<file path="config.mk">
export PLATFORM = sky130hd
export DESIGN_NAME = ttim_div
export DESIGN_NICKNAME = d
export VERILOG_FILES = /design/src/rtl/ttim_pkg.sv /design/src/rtl/ttim_div.sv
export SDC_FILE = /design/constraint.sdc
export NUM_CORES = 2
export LEC_CHECK = 0
export BUFFER_PORTS_ARGS = -buffer_cell sky130_fd_sc_hd__buf_2
export CAP_MARGIN = 20
export CORE_MARGIN = 4
export CORE_UTILIZATION = 25
export CTS_BUF_LIST = sky130_fd_sc_hd__clkbuf_4 sky130_fd_sc_hd__clkbuf_8 sky130_fd_sc_hd__clkbuf_16
export DETAILED_ROUTE_END_ITERATION = 10
export GPL_TIMING_DRIVEN = 0
export PLACE_DENSITY = 0.47
export SYNTH_ARGS = -nofsm -noshare
export SYNTH_HDL_FRONTEND = slang
export SYNTH_SLANG_ARGS = --single-unit
</file>
<file path="constraint.sdc">
create_clock -name clock -period 4.1 [get_ports clock]
set_input_delay 0.82 -clock clock [delete_from_list [all_inputs] [get_ports clock]]
set_output_delay 0.82 -clock clock [all_outputs]
set_load 0.005 [all_outputs]
</file>
<file path="src/rtl/ttim_pkg.sv">
package ttim_pkg;

   // default configuration of the index width and axis count
   localparam int INDEX_BITS_DEFAULT = 24;
   localparam int MAX_AXES_DEFAULT   = 4;

   // fixed geometry
   localparam int AXES       = 4;
   localparam int SIZE_BITS  = 16;
   localparam int AXIS_BITS  = 2;
   localparam int ORDER_BITS = 8;
   localparam int WIDE_BITS  = 64;
   localparam int CSR_INDEX_BITS = 3;
   localparam int CSR_DATA_BITS  = 16;

   // register indexes
   typedef enum logic [CSR_INDEX_BITS-1:0] {
      REG_DIM_ZERO   = 3'd0,
      REG_DIM_ONE    = 3'd1,
      REG_DIM_TWO    = 3'd2,
      REG_DIM_THREE  = 3'd3,
      REG_AXIS_ORDER = 3'd4
   } reg_index_type;

   // reset values
   localparam logic [SIZE_BITS-1:0]  DIM_RESET   = 16'd1;
   localparam logic [ORDER_BITS-1:0] ORDER_RESET = 8'd228;

   // configuration view handed to the datapath
   typedef struct packed {
      logic [AXES-1:0][SIZE_BITS-1:0] out_size;
      logic [AXES-1:0][AXIS_BITS-1:0] perm;
      logic [AXES-1:0][WIDE_BITS-1:0] src_stride;
      logic [WIDE_BITS-1:0]           total;
      logic                           err;
   } cfg_view_type;

endpackage

</file>
<file path="src/rtl/ttim_div.sv">
module ttim_div #(
   parameter int INDEX_BITS = ttim_pkg::INDEX_BITS_DEFAULT,
   parameter int SIDE_BITS  = ttim_pkg::INDEX_BITS_DEFAULT
) (
   input  logic                           clock,
   input  logic                           reset,
   input  logic                           en,
   input  logic                           in_valid,
   input  logic [INDEX_BITS-1:0]          in_dividend,
   input  logic [ttim_pkg::SIZE_BITS-1:0] divisor,
   input  logic [SIDE_BITS-1:0]           in_side,
   output logic                           out_valid,
   output logic [INDEX_BITS-1:0]          out_quot,
   output logic [ttim_pkg::SIZE_BITS-1:0] out_rem,
   output logic [SIDE_BITS-1:0]           out_side
);

   // one quotient bit per stage, dividend shifts out as quotient shifts in
   logic [INDEX_BITS-1:0]                         v_ff;
   logic [INDEX_BITS-1:0][INDEX_BITS-1:0]         dvd_ff, dvd_in, src_dvd;
   logic [INDEX_BITS-1:0][ttim_pkg::SIZE_BITS-1:0] rem_ff, rem_in, src_rem;
   logic [INDEX_BITS-1:0][SIDE_BITS-1:0]          side_ff, src_side;
   logic [INDEX_BITS-1:0]                         src_v;

   always_comb begin
      src_v[0]    = in_valid;
      src_dvd[0]  = in_dividend;
      src_rem[0]  = '0;
      src_side[0] = in_side;
      for (int i = 1; i < INDEX_BITS; i++) begin
         src_v[i]    = v_ff[i-1];
         src_dvd[i]  = dvd_ff[i-1];
         src_rem[i]  = rem_ff[i-1];
         src_side[i] = side_ff[i-1];
      end
   end

   // restoring step
   always_comb begin
      logic [ttim_pkg::SIZE_BITS:0] trial;
      logic [ttim_pkg::SIZE_BITS:0] diff;
      logic                         ge;
      for (int i = 0; i < INDEX_BITS; i++) begin
         trial     = {src_rem[i], src_dvd[i][INDEX_BITS-1]};
         diff      = trial - {1'b0, divisor};
         ge        = trial >= {1'b0, divisor};
         rem_in[i] = ge ? diff[ttim_pkg::SIZE_BITS-1:0] : trial[ttim_pkg::SIZE_BITS-1:0];
         dvd_in[i] = {src_dvd[i][INDEX_BITS-2:0], ge};
      end
   end

   always_ff @(posedge clock) begin
      if (reset) begin
         v_ff <= '0;
      end else if (en) begin
         v_ff <= src_v;
      end
   end

   always_ff @(posedge clock) begin
      if (en) begin
         dvd_ff  <= dvd_in;
         rem_ff  <= rem_in;
         side_ff <= src_side;
      end
   end

   assign out_valid = v_ff[INDEX_BITS-1];
   assign out_quot  = dvd_ff[INDEX_BITS-1];
   assign out_rem   = rem_ff[INDEX_BITS-1];
   assign out_side  = side_ff[INDEX_BITS-1];

endmodule

</file>
==> metrics.md <==
| Metric | Value |
|---|---|
| CP max-delay cell | a221o_1 |
| IO Count | 133 |
| FF+latch count, synth | 1560 |
| Synth top area share | 67.5% |
| Worst slew margin | 36.4% |
| First-pass GRT wire length | 218 mm |
| CP Data Required Time | 4710 ps |
| WS Path Type | in2reg |
| Post-synth EDFFs | 1536 |
| Worst hold path type | in2reg |
| Vias/cell | 4.31 |
| Crit. End Element | flop |
| Area of the core | 271000 um2 |
| Asr flop ratio synth | 0% |
| CP top delay family | compound AO/OA/AOI/OAI gates |
| DIE WIDTH | 531 um |
| FP Rows | 191 |
| Port Buffer Count | 132 |
| CTS H-tree depth | 4 |
| Final Hold Fails | 0 |
| Setup crit start kind | input pin |
| Critical R2R Launch | rem_ff[274]$_DFFE_PP_ |
| Synth area leader | edfxtp_1 |
| Final Power | 0.0592 W |
| CP max stage delay | 380 ps |
| Layout cells sized above 1 | 17.1% |
| Crit path launch | divisor[1] |
| Yosys cell types | 85 |
| Final worst setup slack | 192 ps |
| DR iter-0 viols | 2405 |
| Most instantiated cells after synthesis | 1536 x edfxtp_1, 370 x ha_1, 275 x a21oi_1, 260 x nor2_1, 206 x mux2_2 |
| Pin slew with the least headroom to its limit | 954 ps |
| Leak | 29.2 nW |
| Hold path startpoint | in_dividend[13] |
| YS warnings | 0 |
| Post-Syn Area | 68400 um2 |
| CTS Hold Bufs | 0 |
| Critical Path AT | 4510 ps |
| Seq/Total Area, Yosys | 68.2% |
| Post-DR wirelength/cell | 16.2 um |
| DP HPWL | 90.2 mm |
| Clock slew at reported path FFs | 60 ps |
| Synthesized area per cell | 15.2 um2 |
| Die ar. | 282000 um2 |
| Vias | 37000 |
| Clk root buf | clkbuf_16 |
| Achievable clock frequency | 256 MHz |
| Mapped Nets | 4952 |
| Mapped Cells | 4491 |
| Global routing met2 resource utilization | 15.3% |
| M3 GR Usage | 1.89% |
| Total CTS buffers | 195 |
| Max-Cap Viols | 0 |
| Drt drc | 0 |
| Crit-path cells | buf_8 > buf_12 > clkinvlp_4 > buf_12 > ha_1 > nor2b_1 > o31a_1 > o31a_1 > a221o_1 > a31o_1 > nor4b_2 > nor3_4 > buf_6 > mux2_4 |
| Final wirelength | 139 mm |
| Final Net Count | 5312 |
| Setup Skew | 57.8 ps |
| CTS tree | built |
| VDD IR max | 0.297 mV |
| GR Util All Layers | 9.74% |
| Synth top area cells | edfxtp_1 67%, ha_1 6.8%, mux2_2 3.4% |
| RSZ-0062 raised after global routing | no |
| Vias in the first global route | 37300 |
| Bufs and invs on worst path | 5 |
| Crit path max fanout | 18 |
| Initial antenna violation count | 8 |
| Setup-failing EPs final | 0 |
| RePlAce Congestion | 0.804 |
| Most used DFF post-synth | edfxtp_1 |
| Most frequent cell after synthesis | edfxtp_1 |
| Outcome | completed |
| Initial core utilization | 25.2% |
| Slew Limit Fails | 0 |
| CTS max path bufs | 4 |
| Grt peak-use layer | met2 |
| Dpl ws | -1860 ps |
| Pwr dens | 735 nW/um2 |
| Final min period | 3910 ps |
| Drt first pass iters | 5 |
| Die Y | 531 um |
| Period utilization | 95.3% |
| Min Hold Slack | 145 ps |
| Post-DRT Antenna Nets | 0 |
| M1 GR Usage | 13.4% |
| Worst-Skew Late Latency | 860 ps |
| Syn-to-layout area delta | 17.9% |
| Clk sink count | 1560 |
| Total grt overflow | 0 |
| Pin count of the biggest net entering global routing | 172 |
-- cells in the final DEF, fill, tap and decap left out, types with 72 or more instances in the layout --
cell       Yosys  final
nand2_1      166    165
inv_1        130    115
a21oi_1      275    272
ha_1         370    370
mux2_2       206    206
xor2_1        92     92
a21o_1        82     82
xnor2_1      163    163
clkbuf_16      0    195
nor3_1        79     79
buf_2         15    145
nor2_1       260    260
o21ai_0      192    191
buf_4         66     72
o21a_1        84     84
edfxtp_1    1536   1536
-- metrics by stage --
stage	instance area (um2)	instances	util, %	setup TNS (ps)
2_1_floorplan	68400	4491	-	0
3_3_place_gp	73500	8193	27.1	-
3_5_place_dp	74100	8220	27.3	-586990
4_1_cts	80500	8573	29.7	0
5_1_grt	80600	8575	29.7	0
6_report	80600	8575	29.7	0
-- power by group --
group / internal, W / switching [W] / leakage, nW / total, W
sequential: 0.0216 / 0.00133 / 15.2 / 0.0229
clock: 0.0100 / 0.00665 / 3.09 / 0.0167
combinational: 0.00921 / 0.0104 / 10.9 / 0.0197
-- metal layers --
layer	share of wire, %	vias up
met5	0	-
met4	3.1	0
met3	4.5	280
met2	45	687
met1	47	17900
li1	-	18100
-- flip-flops by register name, summed over array words and instances (netlist names) --
name	flops
dvd_ff	552
side_ff	552
rem_ff	368
out_quot	24
out_side	24
v_ff	24
out_rem	16
-- worst reg2reg max path, delay by kind of cell (launching register included) --
family | cells | cell delay (ps)
AO/OA/AOI/OAI | 5 | 1290
adder cells (fa/ha/maj) | 1 | 290
buffers and inverters | 2 | 690
flip-flops | 1 | 410
multiplexers | 1 | 390
AND/OR/NAND/NOR | 2 | 150
-- path summary, 6_finish.rpt --
path                                               to  slack (ps)  cells past startpoint
worst max-delay path             out_rem[8]$_DFFE_PP_         190                     14
worst min-delay path             dvd_ff[14]$_DFFE_PP_         150                      1
worst max register to register  rem_ff[301]$_DFFE_PP_         600                     11
worst min register to register  dvd_ff[338]$_DFFE_PP_         360                      0
-- kinds of logic after synthesis --
| family | after synthesis | synth area share [%] |
|---|---|---|
| buffers and inverters | 250 | 1.81 |
| AOI/OAI and AO/OA | 917 | 8.66 |
| muxes | 291 | 4.79 |
| DFF | 1560 | 68.2 |
| and+or+nand+nor | 825 | 5.87 |
| adders and majority gates | 393 | 7.44 |
| xor gates and xnor gates | 255 | 3.27 |
-- final cells by class --
type / instances / area, um2
diodes: 4 / 10.0
plain buffers: 117 / 744
clock buffers: 227 / 5120
clock inverters: 120 / 1110
fillers: 27100 / 191000
inverters: 130 / 492
multi-input cells: 2681 / 20700
flip-flops and latches: 1560 / 46600
well taps: 3570 / 4470
repair buffers: 166 / 1360
-- repair_timing --
item,in CTS,in global routing
setup endpoints to repair,374,196
gates resized for setup,19,20
buffers inserted,6,0
pin swaps,3,0
No activity file was read; power rests on OpenSTA's default activity.
