===== config.mk =====
export PLATFORM = sky130hd
export DESIGN_NAME = ttim_sum_flat
export DESIGN_NICKNAME = d
export VERILOG_FILES = /design/src/rtl/ttim_pkg.sv /design/src/rtl/ttim_ifs.sv /design/src/rtl/ttim_sum.sv /design/src/flat_wrapper.sv
export SDC_FILE = /design/constraint.sdc
export NUM_CORES = 2
export LEC_CHECK = 0
export BUFFER_PORTS_ARGS = -buffer_cell sky130_fd_sc_hd__buf_2
export CAP_MARGIN = 10
export CORE_MARGIN = 2
export CORE_UTILIZATION = 54
export DETAILED_ROUTE_END_ITERATION = 6
export PLACE_DENSITY = 0.81
export SLEW_MARGIN = 10
export SYNTH_ARGS = -nofsm -noshare
export SYNTH_HDL_FRONTEND = slang
export SYNTH_SLANG_ARGS = --single-unit

===== constraint.sdc =====
create_clock -name clock -period 11.2 [get_ports clock]
set_input_delay 1.68 -clock clock [delete_from_list [all_inputs] [get_ports clock]]
set_output_delay 1.68 -clock clock [all_outputs]
set_load 0.05 [all_outputs]

===== src/rtl/ttim_pkg.sv =====
package ttim_pkg;

   // default configuration of the index width and axis count
   localparam int INDEX_BITS_DEFAULT = 24;
   localparam int MAX_AXES_DEFAULT   = 4;

   // fixed geometry
   localparam int AXES       = 4;
   localparam int SIZE_BITS  = 16;
   localparam int AXIS_BITS  = 2;
   localparam int ORDER_BITS = 8;
   localparam int WIDE_BITS  = 64;
   localparam int CSR_INDEX_BITS = 3;
   localparam int CSR_DATA_BITS  = 16;

   // register indexes
   typedef enum logic [CSR_INDEX_BITS-1:0] {
      REG_DIM_ZERO   = 3'd0,
      REG_DIM_ONE    = 3'd1,
      REG_DIM_TWO    = 3'd2,
      REG_DIM_THREE  = 3'd3,
      REG_AXIS_ORDER = 3'd4
   } reg_index_type;

   // reset values
   localparam logic [SIZE_BITS-1:0]  DIM_RESET   = 16'd1;
   localparam logic [ORDER_BITS-1:0] ORDER_RESET = 8'd228;

   // configuration view handed to the datapath
   typedef struct packed {
      logic [AXES-1:0][SIZE_BITS-1:0] out_size;
      logic [AXES-1:0][AXIS_BITS-1:0] perm;
      logic [AXES-1:0][WIDE_BITS-1:0] src_stride;
      logic [WIDE_BITS-1:0]           total;
      logic                           err;
   } cfg_view_type;

endpackage


===== src/rtl/ttim_ifs.sv =====


interface ttim_rsp_if #(parameter int INDEX_BITS = ttim_pkg::INDEX_BITS_DEFAULT);
   logic                  valid;
   logic                  ready;
   logic [INDEX_BITS-1:0] src_index;
   logic                  in_range;
   logic                  config_error;
   modport source (output valid, output src_index, output in_range, output config_error,
                   input ready);
   modport sink   (input valid, input src_index, input in_range, input config_error,
                   output ready);
endinterface



===== src/rtl/ttim_sum.sv =====
module ttim_sum #(
   parameter int INDEX_BITS = ttim_pkg::INDEX_BITS_DEFAULT
) (
   input  logic                   clock,
   input  logic                   reset,
   input  logic                   en,
   input  logic                   in_valid,
   input  logic [INDEX_BITS-1:0]  idx,
   input  logic [ttim_pkg::AXES-1:0][ttim_pkg::SIZE_BITS-1:0] digit,
   input  ttim_pkg::cfg_view_type cfg,
   ttim_rsp_if.source             rsp_ch
);

   logic                                     v1_ff, ok1_ff, err1_ff;
   logic [ttim_pkg::AXES-1:0][INDEX_BITS-1:0] prod_ff, prod_in;
   logic                                     v2_ff, ok2_ff, err2_ff;
   logic [INDEX_BITS-1:0]                    src_ff, src_in;

   // digit times the stride of its source axis
   always_comb begin
      logic [INDEX_BITS+ttim_pkg::SIZE_BITS-1:0] full;
      for (int k = 0; k < ttim_pkg::AXES; k++) begin
         full       = digit[k] * cfg.src_stride[cfg.perm[k]][INDEX_BITS-1:0];
         prod_in[k] = full[INDEX_BITS-1:0];
      end
   end

   // recombine, flagged results give zero
   always_comb begin
      src_in = prod_ff[0] + prod_ff[1] + prod_ff[2] + prod_ff[3];
      if (!ok1_ff || err1_ff) src_in = '0;
   end

   always_ff @(posedge clock) begin
      if (reset) begin
         v1_ff <= 1'b0;
         v2_ff <= 1'b0;
      end else if (en) begin
         v1_ff <= in_valid;
         v2_ff <= v1_ff;
      end
   end

   always_ff @(posedge clock) begin
      if (en) begin
         prod_ff <= prod_in;
         ok1_ff  <= ttim_pkg::WIDE_BITS'(idx) < cfg.total;
         err1_ff <= cfg.err;
         src_ff  <= src_in;
         ok2_ff  <= ok1_ff;
         err2_ff <= err1_ff;
      end
   end

   assign rsp_ch.valid        = v2_ff;
   assign rsp_ch.src_index    = src_ff;
   assign rsp_ch.in_range     = ok2_ff;
   assign rsp_ch.config_error = err2_ff;

endmodule


===== src/flat_wrapper.sv =====
// flat-port wrapper written by rule: the top's interface ports become plain ports
module ttim_sum_flat 
#(
   parameter int INDEX_BITS = ttim_pkg::INDEX_BITS_DEFAULT
)
  (clock, reset, en, in_valid, idx, digit, cfg, rsp_ch_valid, rsp_ch_src_index, rsp_ch_in_range, rsp_ch_config_error, rsp_ch_ready);
  ttim_rsp_if #(.INDEX_BITS(INDEX_BITS)) rsp_ch_i ();
  input  logic clock;
  input  logic reset;
  input  logic en;
  input  logic in_valid;
  input  logic [INDEX_BITS-1:0] idx;
  input  logic [ttim_pkg::AXES-1:0][ttim_pkg::SIZE_BITS-1:0] digit;
  input  ttim_pkg::cfg_view_type cfg;
  output wire logic [$bits(rsp_ch_i.valid)-1:0] rsp_ch_valid;
  output wire logic [$bits(rsp_ch_i.src_index)-1:0] rsp_ch_src_index;
  output wire logic [$bits(rsp_ch_i.in_range)-1:0] rsp_ch_in_range;
  output wire logic [$bits(rsp_ch_i.config_error)-1:0] rsp_ch_config_error;
  input wire logic [$bits(rsp_ch_i.ready)-1:0] rsp_ch_ready;
  assign rsp_ch_valid = rsp_ch_i.valid;
  assign rsp_ch_src_index = rsp_ch_i.src_index;
  assign rsp_ch_in_range = rsp_ch_i.in_range;
  assign rsp_ch_config_error = rsp_ch_i.config_error;
  assign rsp_ch_i.ready = rsp_ch_ready;
  ttim_sum #(.INDEX_BITS(INDEX_BITS)) u_core (.clock(clock), .reset(reset), .en(en), .in_valid(in_valid), .idx(idx), .digit(digit), .cfg(cfg), .rsp_ch(rsp_ch_i));
endmodule

==> run_results.csv <==
group,metric,value,unit
synth,synth-seq-cells,126,
synth,ys_async_sr_fraction,0,%
cts,numCtsBuffers,17,
critical_path,critPathLaunch,"cfg[323]",
critical_path,worstSetupStartpointType,"input port",
grt,antenna_found_initial,18,
floorplan,die_y,274,um
timing,relSlewSlack,38.3,%
synth,synthTopCellsByArea,"fa_1, edfxtp_1, inv_1",
route,routed_via_density,5.65,
hold_path,hp-class,"register to register",
synth,synth_largest_area_cell,"fa_1",
synth,ys_warn_count,0,
floorplan,fp.dieW,274,um
synth,netlist.area_leader.share,41.5,%
route,via_count,29500,
finish,nNetsFinal,5823,
grt,gr-total-overflow,0,
synth,yosysSeqAreaShare,9.59,%
route,first_iter_violations,2133,
flow_run,maxCapViolCount,0,
timing,max_clock_freq,0.114,GHz
cts,clock_path_buffers,2,
place,io_buffers,287,
hold_path,holdCritStartpoint,"u_core.ok1_ff",
timing,rsz0062_at_grt,"no",
critical_path,crit_type,"input port to register",
synth,netlist_area,39300,sq um
grt,grt_use_total,29.2,%
cts,cts.htree.levels,4,
cts,cts_root_buf,"clkbuf_16",
grt,grt_pass1_vias,32200,
critical_path,cp_max_fo,24,
synth,syn_inst,4105,
place,hpwl,85800,um
timing,final.min_clock_period,8.77,ns
floorplan,rows,98,
place,place.gp.congestion,0.989,
critical_path,required,11.38,ns
synth,synthesis.nets,5679,
cts,clk_latency,0.43,ns
grt,grt_max_degree,69,
route,routedWlPerCell,20.0,um
synth,post_synth_num_cell_types,63,
route,dr.pass1.iters,7,
route,ant_nets,0,
cts,clk_pin_slew,0.07,ns
timing,fin_tns_setup,0,ns
cts,hold_buffers,0,
critical_path,arrival,8.96,ns
timing,period_share,78.3,%
synth,synth-edff-count,124,
synth,synthFlopType,"edfxtp_1",
route,drc,5,
timing,clock_skew,0.0130,ns
timing,hold_viol_final,0,
critical_path,regToRegStartpoint,"u_core.prod_ff[1]",
cts,cts_tree,"done",
cts,post-cts-setup-buffers,0,
timing,setup_violations,0,
run_status,status,"finished with violations",
floorplan,start_util,54.7,%
floorplan,ios,513,
route,drt-total-wl,105000,um
synth,syn_area_per_cell,9.56,sq um
floorplan,design.core.area,71700,sq um
run_status,violations,"design-rule violations",
finish,final_layout_size_suffix_gt1_share,10.1,%
floorplan,dieArea,74900,sq um
finish,syn2layout_area_growth,6.51,%
timing,worst_pin_slew,0.926,ns
grt,grt_pass1_wl,170000,um
cts,cts_resized,0,
timing,slew_viol_final,0,
cts,cts_sinks,126,
critical_path,endpoint_kind,"register",
[cells by family after synthesis]
| family | count (synthesis) | share of synthesized area, % |
|---|---|---|
| AO/OA/AOI/OAI | 245 | 4.08 |
| XOR/XNOR | 203 | 4.53 |
| adder cells (fa/ha/maj) | 1088 | 50.2 |
| buffers and inverters | 1091 | 10.6 |
| flip-flops | 126 | 9.59 |
| multiplexers | 101 | 5.61 |
| AND/OR/NAND/NOR | 1251 | 15.4 |
[worst paths after layout]
check | to | slack [ns] | depth (start not counted)
hold reg to reg | u_core.rsp_ch.in_range | 0.48 | 0
setup / recovery | u_core.prod_ff[47] | 2.43 | 23
hold / removal | u_core.rsp_ch.in_range | 0.48 | 0
setup reg to reg | u_core.rsp_ch.src_index[21] | 6.61 | 14
[flip-flops by register name, indices dropped and copies added, names as in the netlist]
signal and flops:
u_core.rsp_ch.in_range 1, u_core.rsp_ch.valid 1, u_core.rsp_ch.config_error 1, u_core.v1_ff 1, u_core.ok1_ff 1, u_core.prod_ff 96, u_core.err1_ff 1, u_core.rsp_ch.src_index 24
[critical path: stages]
cell and delay (ns):
buf_2 0.67, mux4_2 0.86, and2_1 0.30, fa_1 0.50
inv_1 0.05, fa_1 0.45, fa_1 0.50, fa_1 0.55
inv_1 0.05, fa_1 0.49, inv_1 0.05, fa_1 0.48
inv_1 0.04, ha_1 0.33, a21o_1 0.19, a221oi_1 0.28
o21a_1 0.21, o21ai_0 0.10, a21oi_1 0.25, o21ai_0 0.18
a211oi_1 0.41, a21oi_1 0.14, xnor2_1 0.15
[routing by layer]
| metal | share of wire (%) | wire length [um] | vias to the layer above | track usage, % |
|---|---|---|---|---|
| met5 | 0.065 | 68 | - | 0 |
| met4 | 5.4 | 5620 | 12 | 14.2 |
| met3 | 12 | 12300 | 315 | 7.17 |
| met2 | 46 | 47700 | 1649 | 46.4 |
| met1 | 37 | 38900 | 14900 | 37.6 |
| li1 | - | - | 12700 | - |
[cells in the final DEF (no fill, tap or decap), types with 73 or more instances in the layout]
master	synthesis	routed
xnor2_1	158	158
nand2_1	646	646
edfxtp_1	124	124
and2_1	440	440
fa_1	814	814
ha_1	274	274
buf_2	9	286
mux4_2	95	95
inv_1	928	928
a21oi_1	73	73
[synthesized netlist by cell type, types with 4 or more instances]
library cell,instances
nand4_1,9
xor2_1,45
o21ai_0,44
mux4_2,95
nand2_1,646
fa_1,814
nor4_1,12
inv_1,928
ha_1,274
a21oi_1,73
mux2i_1,5
clkbuf_1,139
o31ai_1,4
nand2b_1,13
nor2_1,67
a31oi_1,4
nand3_1,15
nor3_1,13
nor2b_1,13
edfxtp_1,124
a21o_1,41
or4_1,4
buf_4,8
a211oi_1,13
and3_1,6
buf_2,9
o21a_1,18
and2_1,440
xnor2_1,158
o21bai_1,16
buf_1,5
[cell type report]
cell class / count / area (sq um)
tap: 950 / 1190
multi-input combinational: 2888 / 31300
antenna: 9 / 22.5
timing repair buffer: 288 / 1450
sequential: 126 / 3760
inverter: 928 / 3480
clock inverter: 15 / 141
clock buffer: 17 / 425
fill: 5961 / 29900
[through the flow]
step / hold WS [ns] / setup WS, ns / utilization, % / instance area [sq um] / std cells
floorplan: 0.441 / 2.72 / - / 39300 / 4105
global placement: 0.450 / 2.04 / 57.5 / 41200 / 5180
detailed placement: 0.471 / 1.97 / 57.5 / 41200 / 5180
CTS: 0.482 / 2.42 / 58.3 / 41800 / 5212
global route: 0.501 / 1.92 / 58.3 / 41800 / 5214
finish: 0.482 / 2.43 / 58.3 / 41800 / 5221
Power is not shown: default switching activity piles up to over one toggle a cycle in this logic, so the estimate is an artifact.
